$ cat config.mk
export PLATFORM = sky130hd
export DESIGN_NAME = can_esc_feedback_and_command_flat
export DESIGN_NICKNAME = d
export VERILOG_FILES = /design/src/hdl/cef_pkg.sv /design/src/hdl/cef_in_if.sv /design/src/hdl/cef_out_if.sv /design/src/hdl/cef_item_proc.sv /design/src/hdl/can_esc_feedback_and_command.sv /design/src/flat_wrapper.sv
export SDC_FILE = /design/constraint.sdc
export NUM_CORES = 1
export LEC_CHECK = 0
export BUFFER_PORTS_ARGS = -buffer_cell sky130_fd_sc_hd__buf_4
export CORE_MARGIN = 2
export CORE_UTILIZATION = 36
export CTS_CLUSTER_DIAMETER = 200
export DETAILED_ROUTE_END_ITERATION = 10
export MAX_ROUTING_LAYER = met4
export PLACE_DENSITY_LB_ADDON = 0.05
export SLEW_MARGIN = 20
export SYNTH_ARGS = -nofsm -noshare
export SYNTH_HDL_FRONTEND = slang
export SYNTH_SLANG_ARGS = --single-unit
$ cat constraint.sdc
create_clock -name clk_i -period 7.35 [get_ports clk_i]
set_input_delay 0.735 -clock clk_i [delete_from_list [all_inputs] [get_ports clk_i]]
set_output_delay 0.735 -clock clk_i [all_outputs]
set_load 0.05 [all_outputs]
$ cat src/hdl/cef_pkg.sv
// ----------------------------------------------------------------------------
// cef_pkg
// Types and constants shared by the ESC feedback and command block.
// ----------------------------------------------------------------------------
package cef_pkg;

  localparam int unsigned NumSlots   = 4;
  localparam int unsigned CanIdW     = 11;
  localparam int unsigned RxIdW      = 29;
  localparam int unsigned PwmW       = 16;
  localparam int unsigned CurW       = 16;

  localparam logic [3:0]          FRAME_LEN   = 4'd8;
  localparam logic [PwmW-1:0]     PWM_MIN     = 16'd1000;
  localparam logic [PwmW-1:0]     PWM_MAX     = 16'd2000;
  localparam logic signed [15:0]  PWM_MID     = 16'sd1500;
  localparam logic signed [15:0]  PWM_GAIN    = 16'sd6;
  localparam logic [15:0]         TEMP_SCALE  = 16'd100;

  localparam logic [CanIdW-1:0] FEEDBACK_ID_RESET [NumSlots] =
      '{11'd513, 11'd514, 11'd515, 11'd516};
  localparam logic [CanIdW-1:0] COMMAND_ID_RESET = 11'd512;

  typedef enum logic {
    REQ_RX_FRAME = 1'b0,
    REQ_COMMAND  = 1'b1
  } req_type_e;

  typedef enum logic {
    KIND_TELEMETRY = 1'b0,
    KIND_COMMAND   = 1'b1
  } result_kind_e;

  typedef enum logic [2:0] {
    CFG_FEEDBACK_ID_0 = 3'd0,
    CFG_FEEDBACK_ID_1 = 3'd1,
    CFG_FEEDBACK_ID_2 = 3'd2,
    CFG_FEEDBACK_ID_3 = 3'd3,
    CFG_COMMAND_ID    = 3'd4
  } cfg_reg_e;

  typedef struct packed {
    logic              req_type;
    logic [RxIdW-1:0]  rx_id;
    logic              rx_extended;
    logic [3:0]        rx_length;
    logic [63:0]       rx_payload;
    logic [PwmW-1:0]   pwm_slot0;
    logic [PwmW-1:0]   pwm_slot1;
    logic [PwmW-1:0]   pwm_slot2;
    logic [PwmW-1:0]   pwm_slot3;
  } in_item_t;

  typedef struct packed {
    logic                    result_kind;
    logic [1:0]              slot_index;
    logic [15:0]             speed_abs;
    logic signed [CurW-1:0]  current_centiamps;
    logic signed [15:0]      temp_centideg;
    logic [NumSlots-1:0]     detected_slots;
    logic [CanIdW-1:0]       tx_id;
    logic [3:0]              tx_length;
    logic [63:0]             tx_payload;
  } out_item_t;

  typedef struct packed {
    logic [NumSlots-1:0][CanIdW-1:0] feedback_id;
    logic [CanIdW-1:0]               command_id;
  } cfg_t;

endpackage

$ cat src/hdl/cef_in_if.sv
// ----------------------------------------------------------------------------
// cef_in_if
// Valid/ready channel carrying one request item.
// ----------------------------------------------------------------------------
interface cef_in_if;
  logic               valid;
  logic               ready;
  cef_pkg::in_item_t  data;

  modport source (output valid, output data, input ready);
  modport sink   (input valid, input data, output ready);
endinterface

$ cat src/hdl/cef_out_if.sv
// ----------------------------------------------------------------------------
// cef_out_if
// Valid/ready channel carrying one result item.
// ----------------------------------------------------------------------------
interface cef_out_if;
  logic               valid;
  logic               ready;
  cef_pkg::out_item_t data;

  modport source (output valid, output data, input ready);
  modport sink   (input valid, input data, output ready);
endinterface

$ cat src/hdl/cef_item_proc.sv
// ----------------------------------------------------------------------------
// cef_item_proc
// Decodes one feedback frame or builds one current command frame.
// ----------------------------------------------------------------------------
module cef_item_proc (
  input  cef_pkg::in_item_t            item_i,
  input  cef_pkg::cfg_t                cfg_i,
  input  logic [cef_pkg::NumSlots-1:0] mask_i,
  output logic                         drop_o,
  output logic [cef_pkg::NumSlots-1:0] mask_o,
  output cef_pkg::out_item_t           result_o
);
  import cef_pkg::*;

  logic [NumSlots-1:0] match;
  logic                found;
  logic [1:0]          slot;
  logic [15:0]         rpm;
  logic [15:0]         temp_raw;
  logic [15:0]         pwm     [NumSlots];
  logic [PwmW-1:0]     pwm_c   [NumSlots];
  logic signed [15:0]  offs    [NumSlots];
  logic signed [15:0]  cur     [NumSlots];
  logic [63:0]         payload;

  // lowest matching slot wins; a wide id never matches
  always_comb begin
    for (int k = 0; k < NumSlots; k++) begin
      match[k] = (item_i.rx_id == {{(RxIdW-CanIdW){1'b0}}, cfg_i.feedback_id[k]});
    end
    found = |match;
    slot  = 2'd0;
    for (int k = NumSlots-1; k >= 0; k--) begin
      if (match[k]) begin
        slot = 2'(k);
      end
    end
  end

  assign rpm      = {item_i.rx_payload[23:16], item_i.rx_payload[31:24]};
  assign temp_raw = {item_i.rx_payload[55:48], item_i.rx_payload[63:56]};

  assign pwm[0] = item_i.pwm_slot0;
  assign pwm[1] = item_i.pwm_slot1;
  assign pwm[2] = item_i.pwm_slot2;
  assign pwm[3] = item_i.pwm_slot3;

  always_comb begin
    payload = '0;
    for (int k = 0; k < NumSlots; k++) begin
      if (pwm[k] < PWM_MIN) begin
        pwm_c[k] = PWM_MIN;
      end else if (pwm[k] > PWM_MAX) begin
        pwm_c[k] = PWM_MAX;
      end else begin
        pwm_c[k] = pwm[k];
      end
      offs[k] = 16'($signed(pwm_c[k]) - PWM_MID);
      cur[k]  = 16'(offs[k] * PWM_GAIN);
      // slots 1 and 3 spin the other way
      if (k % 2 == 1) begin
        cur[k] = 16'(-cur[k]);
      end
      if (!mask_i[k]) begin
        cur[k] = '0;
      end
      payload[16*k +: 8]     = cur[k][15:8];
      payload[16*k + 8 +: 8] = cur[k][7:0];
    end
  end

  always_comb begin
    drop_o   = 1'b0;
    mask_o   = mask_i;
    result_o = '0;
    if (item_i.req_type == REQ_RX_FRAME) begin
      drop_o = item_i.rx_extended || !found || (item_i.rx_length != FRAME_LEN);
      if (!drop_o) begin
        mask_o = mask_i | NumSlots'(1 << slot);
      end
      result_o.result_kind       = KIND_TELEMETRY;
      result_o.slot_index        = slot;
      result_o.speed_abs         = rpm[15] ? 16'(-rpm) : rpm;
      result_o.current_centiamps = {item_i.rx_payload[39:32], item_i.rx_payload[47:40]};
      result_o.temp_centideg     = 16'(temp_raw * TEMP_SCALE);
      result_o.detected_slots    = mask_o;
    end else begin
      result_o.result_kind    = KIND_COMMAND;
      result_o.detected_slots = mask_i;
      result_o.tx_id          = cfg_i.command_id;
      result_o.tx_length      = FRAME_LEN;
      result_o.tx_payload     = payload;
    end
  end

endmodule

$ cat src/hdl/can_esc_feedback_and_command.sv
// ----------------------------------------------------------------------------
// can_esc_feedback_and_command
// Feedback decoder and current command builder for four CAN motor controllers.
// ----------------------------------------------------------------------------
// item_i carries requests: a received CAN frame (req_type 0) or a command
// request with four PWM widths (req_type 1). result_o carries one telemetry
// record per accepted feedback frame and one command frame per command
// request; rejected frames (extended, unknown id, length not 8) give nothing.
// The feedback and command ids are written through the cfg port; the user must
// write them only while idle, as the block itself does not enforce this. A
// result passes through one input register, the decode logic, then the result
// register. One transaction is taken every cycle while result_o is not stalled;
// the detected mask is updated as an item leaves the input register, so the
// following item already sees it.
// When result_o is stalled the result register holds, the input register
// fills and item_i ready drops; a rejected frame still drains from the input
// register while the output is blocked.
// Reset clears both valid flags and the detected mask and reloads the ids
// with their default values.
// ----------------------------------------------------------------------------
module can_esc_feedback_and_command (
  input  logic        clk_i,
  input  logic        rst_ni,
  input  logic        cfg_we_i,
  input  logic [2:0]  cfg_idx_i,
  input  logic [cef_pkg::CanIdW-1:0] cfg_wdata_i,
  cef_in_if.sink      item_i,
  cef_out_if.source   result_o
);
  import cef_pkg::*;

  cfg_t                cfg_q;
  logic [NumSlots-1:0] mask_q;
  logic [NumSlots-1:0] mask_d;
  logic                s1_valid_q;
  in_item_t            s1_item_q;
  logic                out_valid_q;
  out_item_t           out_item_q;
  out_item_t           res;
  logic                drop;
  logic                out_free;
  logic                s1_fire;
  logic                in_fire;

  always_ff @(posedge clk_i or negedge rst_ni) begin
    if (!rst_ni) begin
      for (int k = 0; k < NumSlots; k++) begin
        cfg_q.feedback_id[k] <= FEEDBACK_ID_RESET[k];
      end
      cfg_q.command_id <= COMMAND_ID_RESET;
    end else if (cfg_we_i) begin
      case (cfg_idx_i)
        CFG_FEEDBACK_ID_0: cfg_q.feedback_id[0] <= cfg_wdata_i;
        CFG_FEEDBACK_ID_1: cfg_q.feedback_id[1] <= cfg_wdata_i;
        CFG_FEEDBACK_ID_2: cfg_q.feedback_id[2] <= cfg_wdata_i;
        CFG_FEEDBACK_ID_3: cfg_q.feedback_id[3] <= cfg_wdata_i;
        CFG_COMMAND_ID:    cfg_q.command_id     <= cfg_wdata_i;
        default: ;
      endcase
    end
  end

  cef_item_proc u_proc (
    .item_i   (s1_item_q),
    .cfg_i    (cfg_q),
    .mask_i   (mask_q),
    .drop_o   (drop),
    .mask_o   (mask_d),
    .result_o (res)
  );

  assign out_free     = !out_valid_q || result_o.ready;
  assign s1_fire      = s1_valid_q && (drop || out_free);
  assign item_i.ready = !s1_valid_q || s1_fire;
  assign in_fire      = item_i.valid && item_i.ready;

  always_ff @(posedge clk_i or negedge rst_ni) begin
    if (!rst_ni) begin
      s1_valid_q  <= 1'b0;
      out_valid_q <= 1'b0;
      mask_q      <= '0;
    end else begin
      if (in_fire) begin
        s1_valid_q <= 1'b1;
      end else if (s1_fire) begin
        s1_valid_q <= 1'b0;
      end
      if (s1_fire && !drop) begin
        out_valid_q <= 1'b1;
      end else if (result_o.ready) begin
        out_valid_q <= 1'b0;
      end
      if (s1_fire) begin
        mask_q <= mask_d;
      end
    end
  end

  always_ff @(posedge clk_i) begin
    if (in_fire) begin
      s1_item_q <= item_i.data;
    end
    if (s1_fire && !drop) begin
      out_item_q <= res;
    end
  end

  assign result_o.valid = out_valid_q;
  assign result_o.data  = out_item_q;

endmodule
$ cat src/flat_wrapper.sv
// flat-port wrapper written by rule: the top's interface ports become plain ports
module can_esc_feedback_and_command_flat import cef_pkg::*;
  (clk_i, rst_ni, cfg_we_i, cfg_idx_i, cfg_wdata_i, item_i_valid, item_i_data, item_i_ready, result_o_valid, result_o_data, result_o_ready);
  cef_in_if item_i_i ();
  cef_out_if result_o_i ();
  input  logic clk_i;
  input  logic rst_ni;
  input  logic cfg_we_i;
  input  logic [2:0] cfg_idx_i;
  input  logic [cef_pkg::CanIdW-1:0] cfg_wdata_i;
  input wire logic [$bits(item_i_i.valid)-1:0] item_i_valid;
  input wire logic [$bits(item_i_i.data)-1:0] item_i_data;
  output wire logic [$bits(item_i_i.ready)-1:0] item_i_ready;
  output wire logic [$bits(result_o_i.valid)-1:0] result_o_valid;
  output wire logic [$bits(result_o_i.data)-1:0] result_o_data;
  input wire logic [$bits(result_o_i.ready)-1:0] result_o_ready;
  assign item_i_i.valid = item_i_valid;
  assign item_i_i.data = item_i_data;
  assign item_i_ready = item_i_i.ready;
  assign result_o_valid = result_o_i.valid;
  assign result_o_data = result_o_i.data;
  assign result_o_i.ready = result_o_ready;
  can_esc_feedback_and_command u_core (.clk_i(clk_i), .rst_ni(rst_ni), .cfg_we_i(cfg_we_i), .cfg_idx_i(cfg_idx_i), .cfg_wdata_i(cfg_wdata_i), .item_i(item_i_i), .result_o(result_o_i));
endmodule
==> summary.txt <==
Timing
  – Slew HR: 0.343
  – Final count of pins violating max slew: 0
  – # setup viols final: 0
  – Setup TNS: 0 ps
  – Clock skew: ~21 ps
  – Highest Clock Rate: 172 MHz
  – Worst Tran Pin Value: 985 ps
  – Final Hold Viols: 0
  – Final Cycle Share: 0.790
  – RSZ-0062 raised after global routing: no
  – Post-layout min period: 5810 ps

Final layout
  – Final #Nets: approximately 2000
  – Share of cells above drive strength 1: 0.256
  – P&R area growth vs syn: 23.7%
  – Area of the multi-input gates: 0.00740 mm²
  – Filler cells: 4424
  – Sequential cell area: 0.00962 mm²
  – Fin util: 0.451

Floorplan
  – Row count: 80
  – Initial core utilization: 0.365
  – Core ar.: 0.0477 mm²
  – IO Count: 318
  – Die X: about 220 µm
  – Die area: 0.0502 mm²
  – Die height: 224 µm

Clock network
  – Clock sink count: 330
  – Post_cts resized: 0
  – Clk Latency, worst-skew pair: between 500 and 600 ps
  – H-tree levels: 2
  – Clk root buf: clkbuf_16
  – Max Root-Sink Buffers: 3
  – CTS buffer count: 39
  – CTS tree: yes
  – Post-CTS Hold Buffers: 0
  – Reg clk slew, reported paths: 60 ps
  – Post CTS Setup Buffer Count: 0

Yosys
  – Ys async rst share: 0.185
  – Synthesized area per cell: 12.4 µm²
  – Post-synth EDFFs: 269
  – Most numerous cell in the Yosys netlist: edfxtp_1
  – YS warnings: 0
  – Distinct cells, synth: 70
  – Post-synth top cells: edfxtp_1 (269), ha_1 (136), nor2_1 (110)
  – Sequential cell area fraction in the yosys report: 0.552
  – Post-synth top area share: 0.464
  – Post-Syn Area: 0.0174 mm²
  – Yosys reg bits: 330
  – Cell taking the most area after synthesis: edfxtp_1
  – Post-Syn Instances: 1400
  – Synth Flop Type: edfxtp_1
  – Area contributors post-synth: edfxtp_1 (46%), ha_1 (9.8%), dfrtp_1 (7.3%)

Worst setup path
  – Startpoint types: flip-flop
  – Worst setup EP type: flip-flop
  – Max FO, Critical Path: 11
  – Worst reg2reg path depth: 23
  – CP arrival: ~6100 ps
  – Worst Setup Path Type: reg -> reg
  – Critical path required time: 7660 ps

Global route
  – First-pass GRT wire length: 62800 µm
  – Gr ovfl total: 0
  – Initial antenna violation count: 3
  – Largest net degree at the start of global routing: 75
  – Gr usage total: 0.164
  – Vias in the first global route: ~12000

Run
  – MaxCap Viol Count: 0

Detailed routing
  – DRC viols: 0
  – Routed WL: 39300 µm
  – Vias after detailed routing: 11400
  – Vias per cell: 4.85
  – Drt pass-1 iters: 5
  – Routed WL per cell: 16.6 µm
  – Antenna Nets Post-Route: 0
  – Initial DRC Count: 509

Placed design
  – Dpl hpwl: roughly 30000 µm
  – Number of port buffers: 290
  – Final GP Congestion: 0.812

Outcome
  – Status: finished, final reports clean

Hold path
  – Hold WC Path Type: in -> async

Power and ir drop
  – LEAKAGE: 9.10 nW
  – P per Cell Area: 230 mW/mm²
  – Max rail drop VDD: approximately 200 µV
## stage by stage
step                cells  total power (W)  hold WS, ps  instance area, µm²  setup WS (ps)
finish               2358          0.00495          273               21500           1540
global route         2358          0.00520          314               21500            758
CTS                  2355          0.00504          273               21500           1550
detailed placement   2284          0.00316          489               20300           1580
global placement     2284          0.00315          486               20300           1570
floorplan            1408          0.00290          439               17400           1860
## cells in the final DEF, fill, tap and decap left out, types with 28 or more instances in the layout
cell type and count:
a21o_1 28, a21oi_1 67, dfrtp_1 51, ha_1 136, clkbuf_16 39, xor2_1 93
nand2_1 61, buf_4 298, o21ai_0 32, nor2_1 110, nor2b_1 37, edfxtp_1 269
mux2_2 57, xnor2_1 55, nor3_1 28, inv_1 81
## path summary, 6_finish.rpt
kind	from	end	slack [ps]
min	rst_ni	u_core.cfg_q[7]	270
max reg2reg	u_core.s1_item_q[47]	u_core.result_o.data[23]	1540
min in group clk_i	item_i_data[141]	u_core.s1_item_q[141]	340
max	u_core.s1_item_q[47]	u_core.result_o.data[23]	1540
max in group asynchronous	rst_ni	u_core.mask_q[3]	6560
min reg2reg	u_core.cfg_q[0]	u_core.cfg_q[0]	500
## critical path: stages, from the launching register on
cell and delay, ps:
edfxtp_1 360, nor4_1 520, nand2_1 300, nor2b_1 580
a21oi_1 190, inv_1 130, ha_1 190, nor2_1 50
a31oi_1 210, a21oi_1 100, a21o_1 180, nor2_1 90
nand2_1 50, o21ai_0 110, ha_1 280, ha_1 360
a21oi_1 220, o21ai_0 150, xor2_1 180, nor4_1 440
nand3_1 260, nor3_1 290, a311oi_1 130, a21o_1 180
## where the power goes
| group | total [W] | switching [W] | internal [W] | leakage [nW] |
|---|---|---|---|---|
| Combinational | 0.000798 | 0.000461 | 0.000337 | 5.22 |
| Sequential | 0.00231 | 0.0000940 | 0.00222 | 3.30 |
| Clock | 0.00184 | 0.000785 | 0.00106 | 0.579 |
## layout make-up
| class | instances | area share |
|---|---|---|
| flip-flops and latches | 330 | 0.446 |
| multi-input cells | 960 | 0.344 |
| repair buffers | 298 | 0.104 |
| clock buffers | 50 | 0.0472 |
| well taps | 615 | 0.0357 |
| inverters | 81 | 0.0141 |
| clock inverters | 21 | 0.00865 |
| diodes | 3 | 0.000348 |
## kinds of logic (layout without fill, tap and decap cells)
logic type | Yosys count | in the layout | synth area share
AOI/OAI and AO/OA | 213 | 213 | 0.0810
xor gates and xnor gates | 148 | 148 | 0.0744
adders and majority gates | 148 | 148 | 0.111
buffers and inverters | 118 | 450 | 0.0276
DFF | 330 | 330 | 0.552
muxes | 64 | 64 | 0.0409
other | 1 | 12 | 0.000215
and+or+nand+nor | 378 | 378 | 0.112
## sequential cells by signal (all words and copies together), names as in the netlist
signal                 flops
u_core.cfg_q              55
u_core.s1_valid_q          1
u_core.result_o.data     124
u_core.result_o.valid      1
u_core.mask_q              4
u_core.s1_item_q         145
## metal layers
layer  wire length, µm  up-vias  track usage  part of all wire
met5                 0        -            -                 0
met1             17000     5433        0.201              0.43
met2             18700      222        0.265              0.48
met4              1010        0       0.0525             0.026
li1                  -     5713            -                 -
met3              2520       58       0.0449             0.064
(Power assumes the default switching activity.)
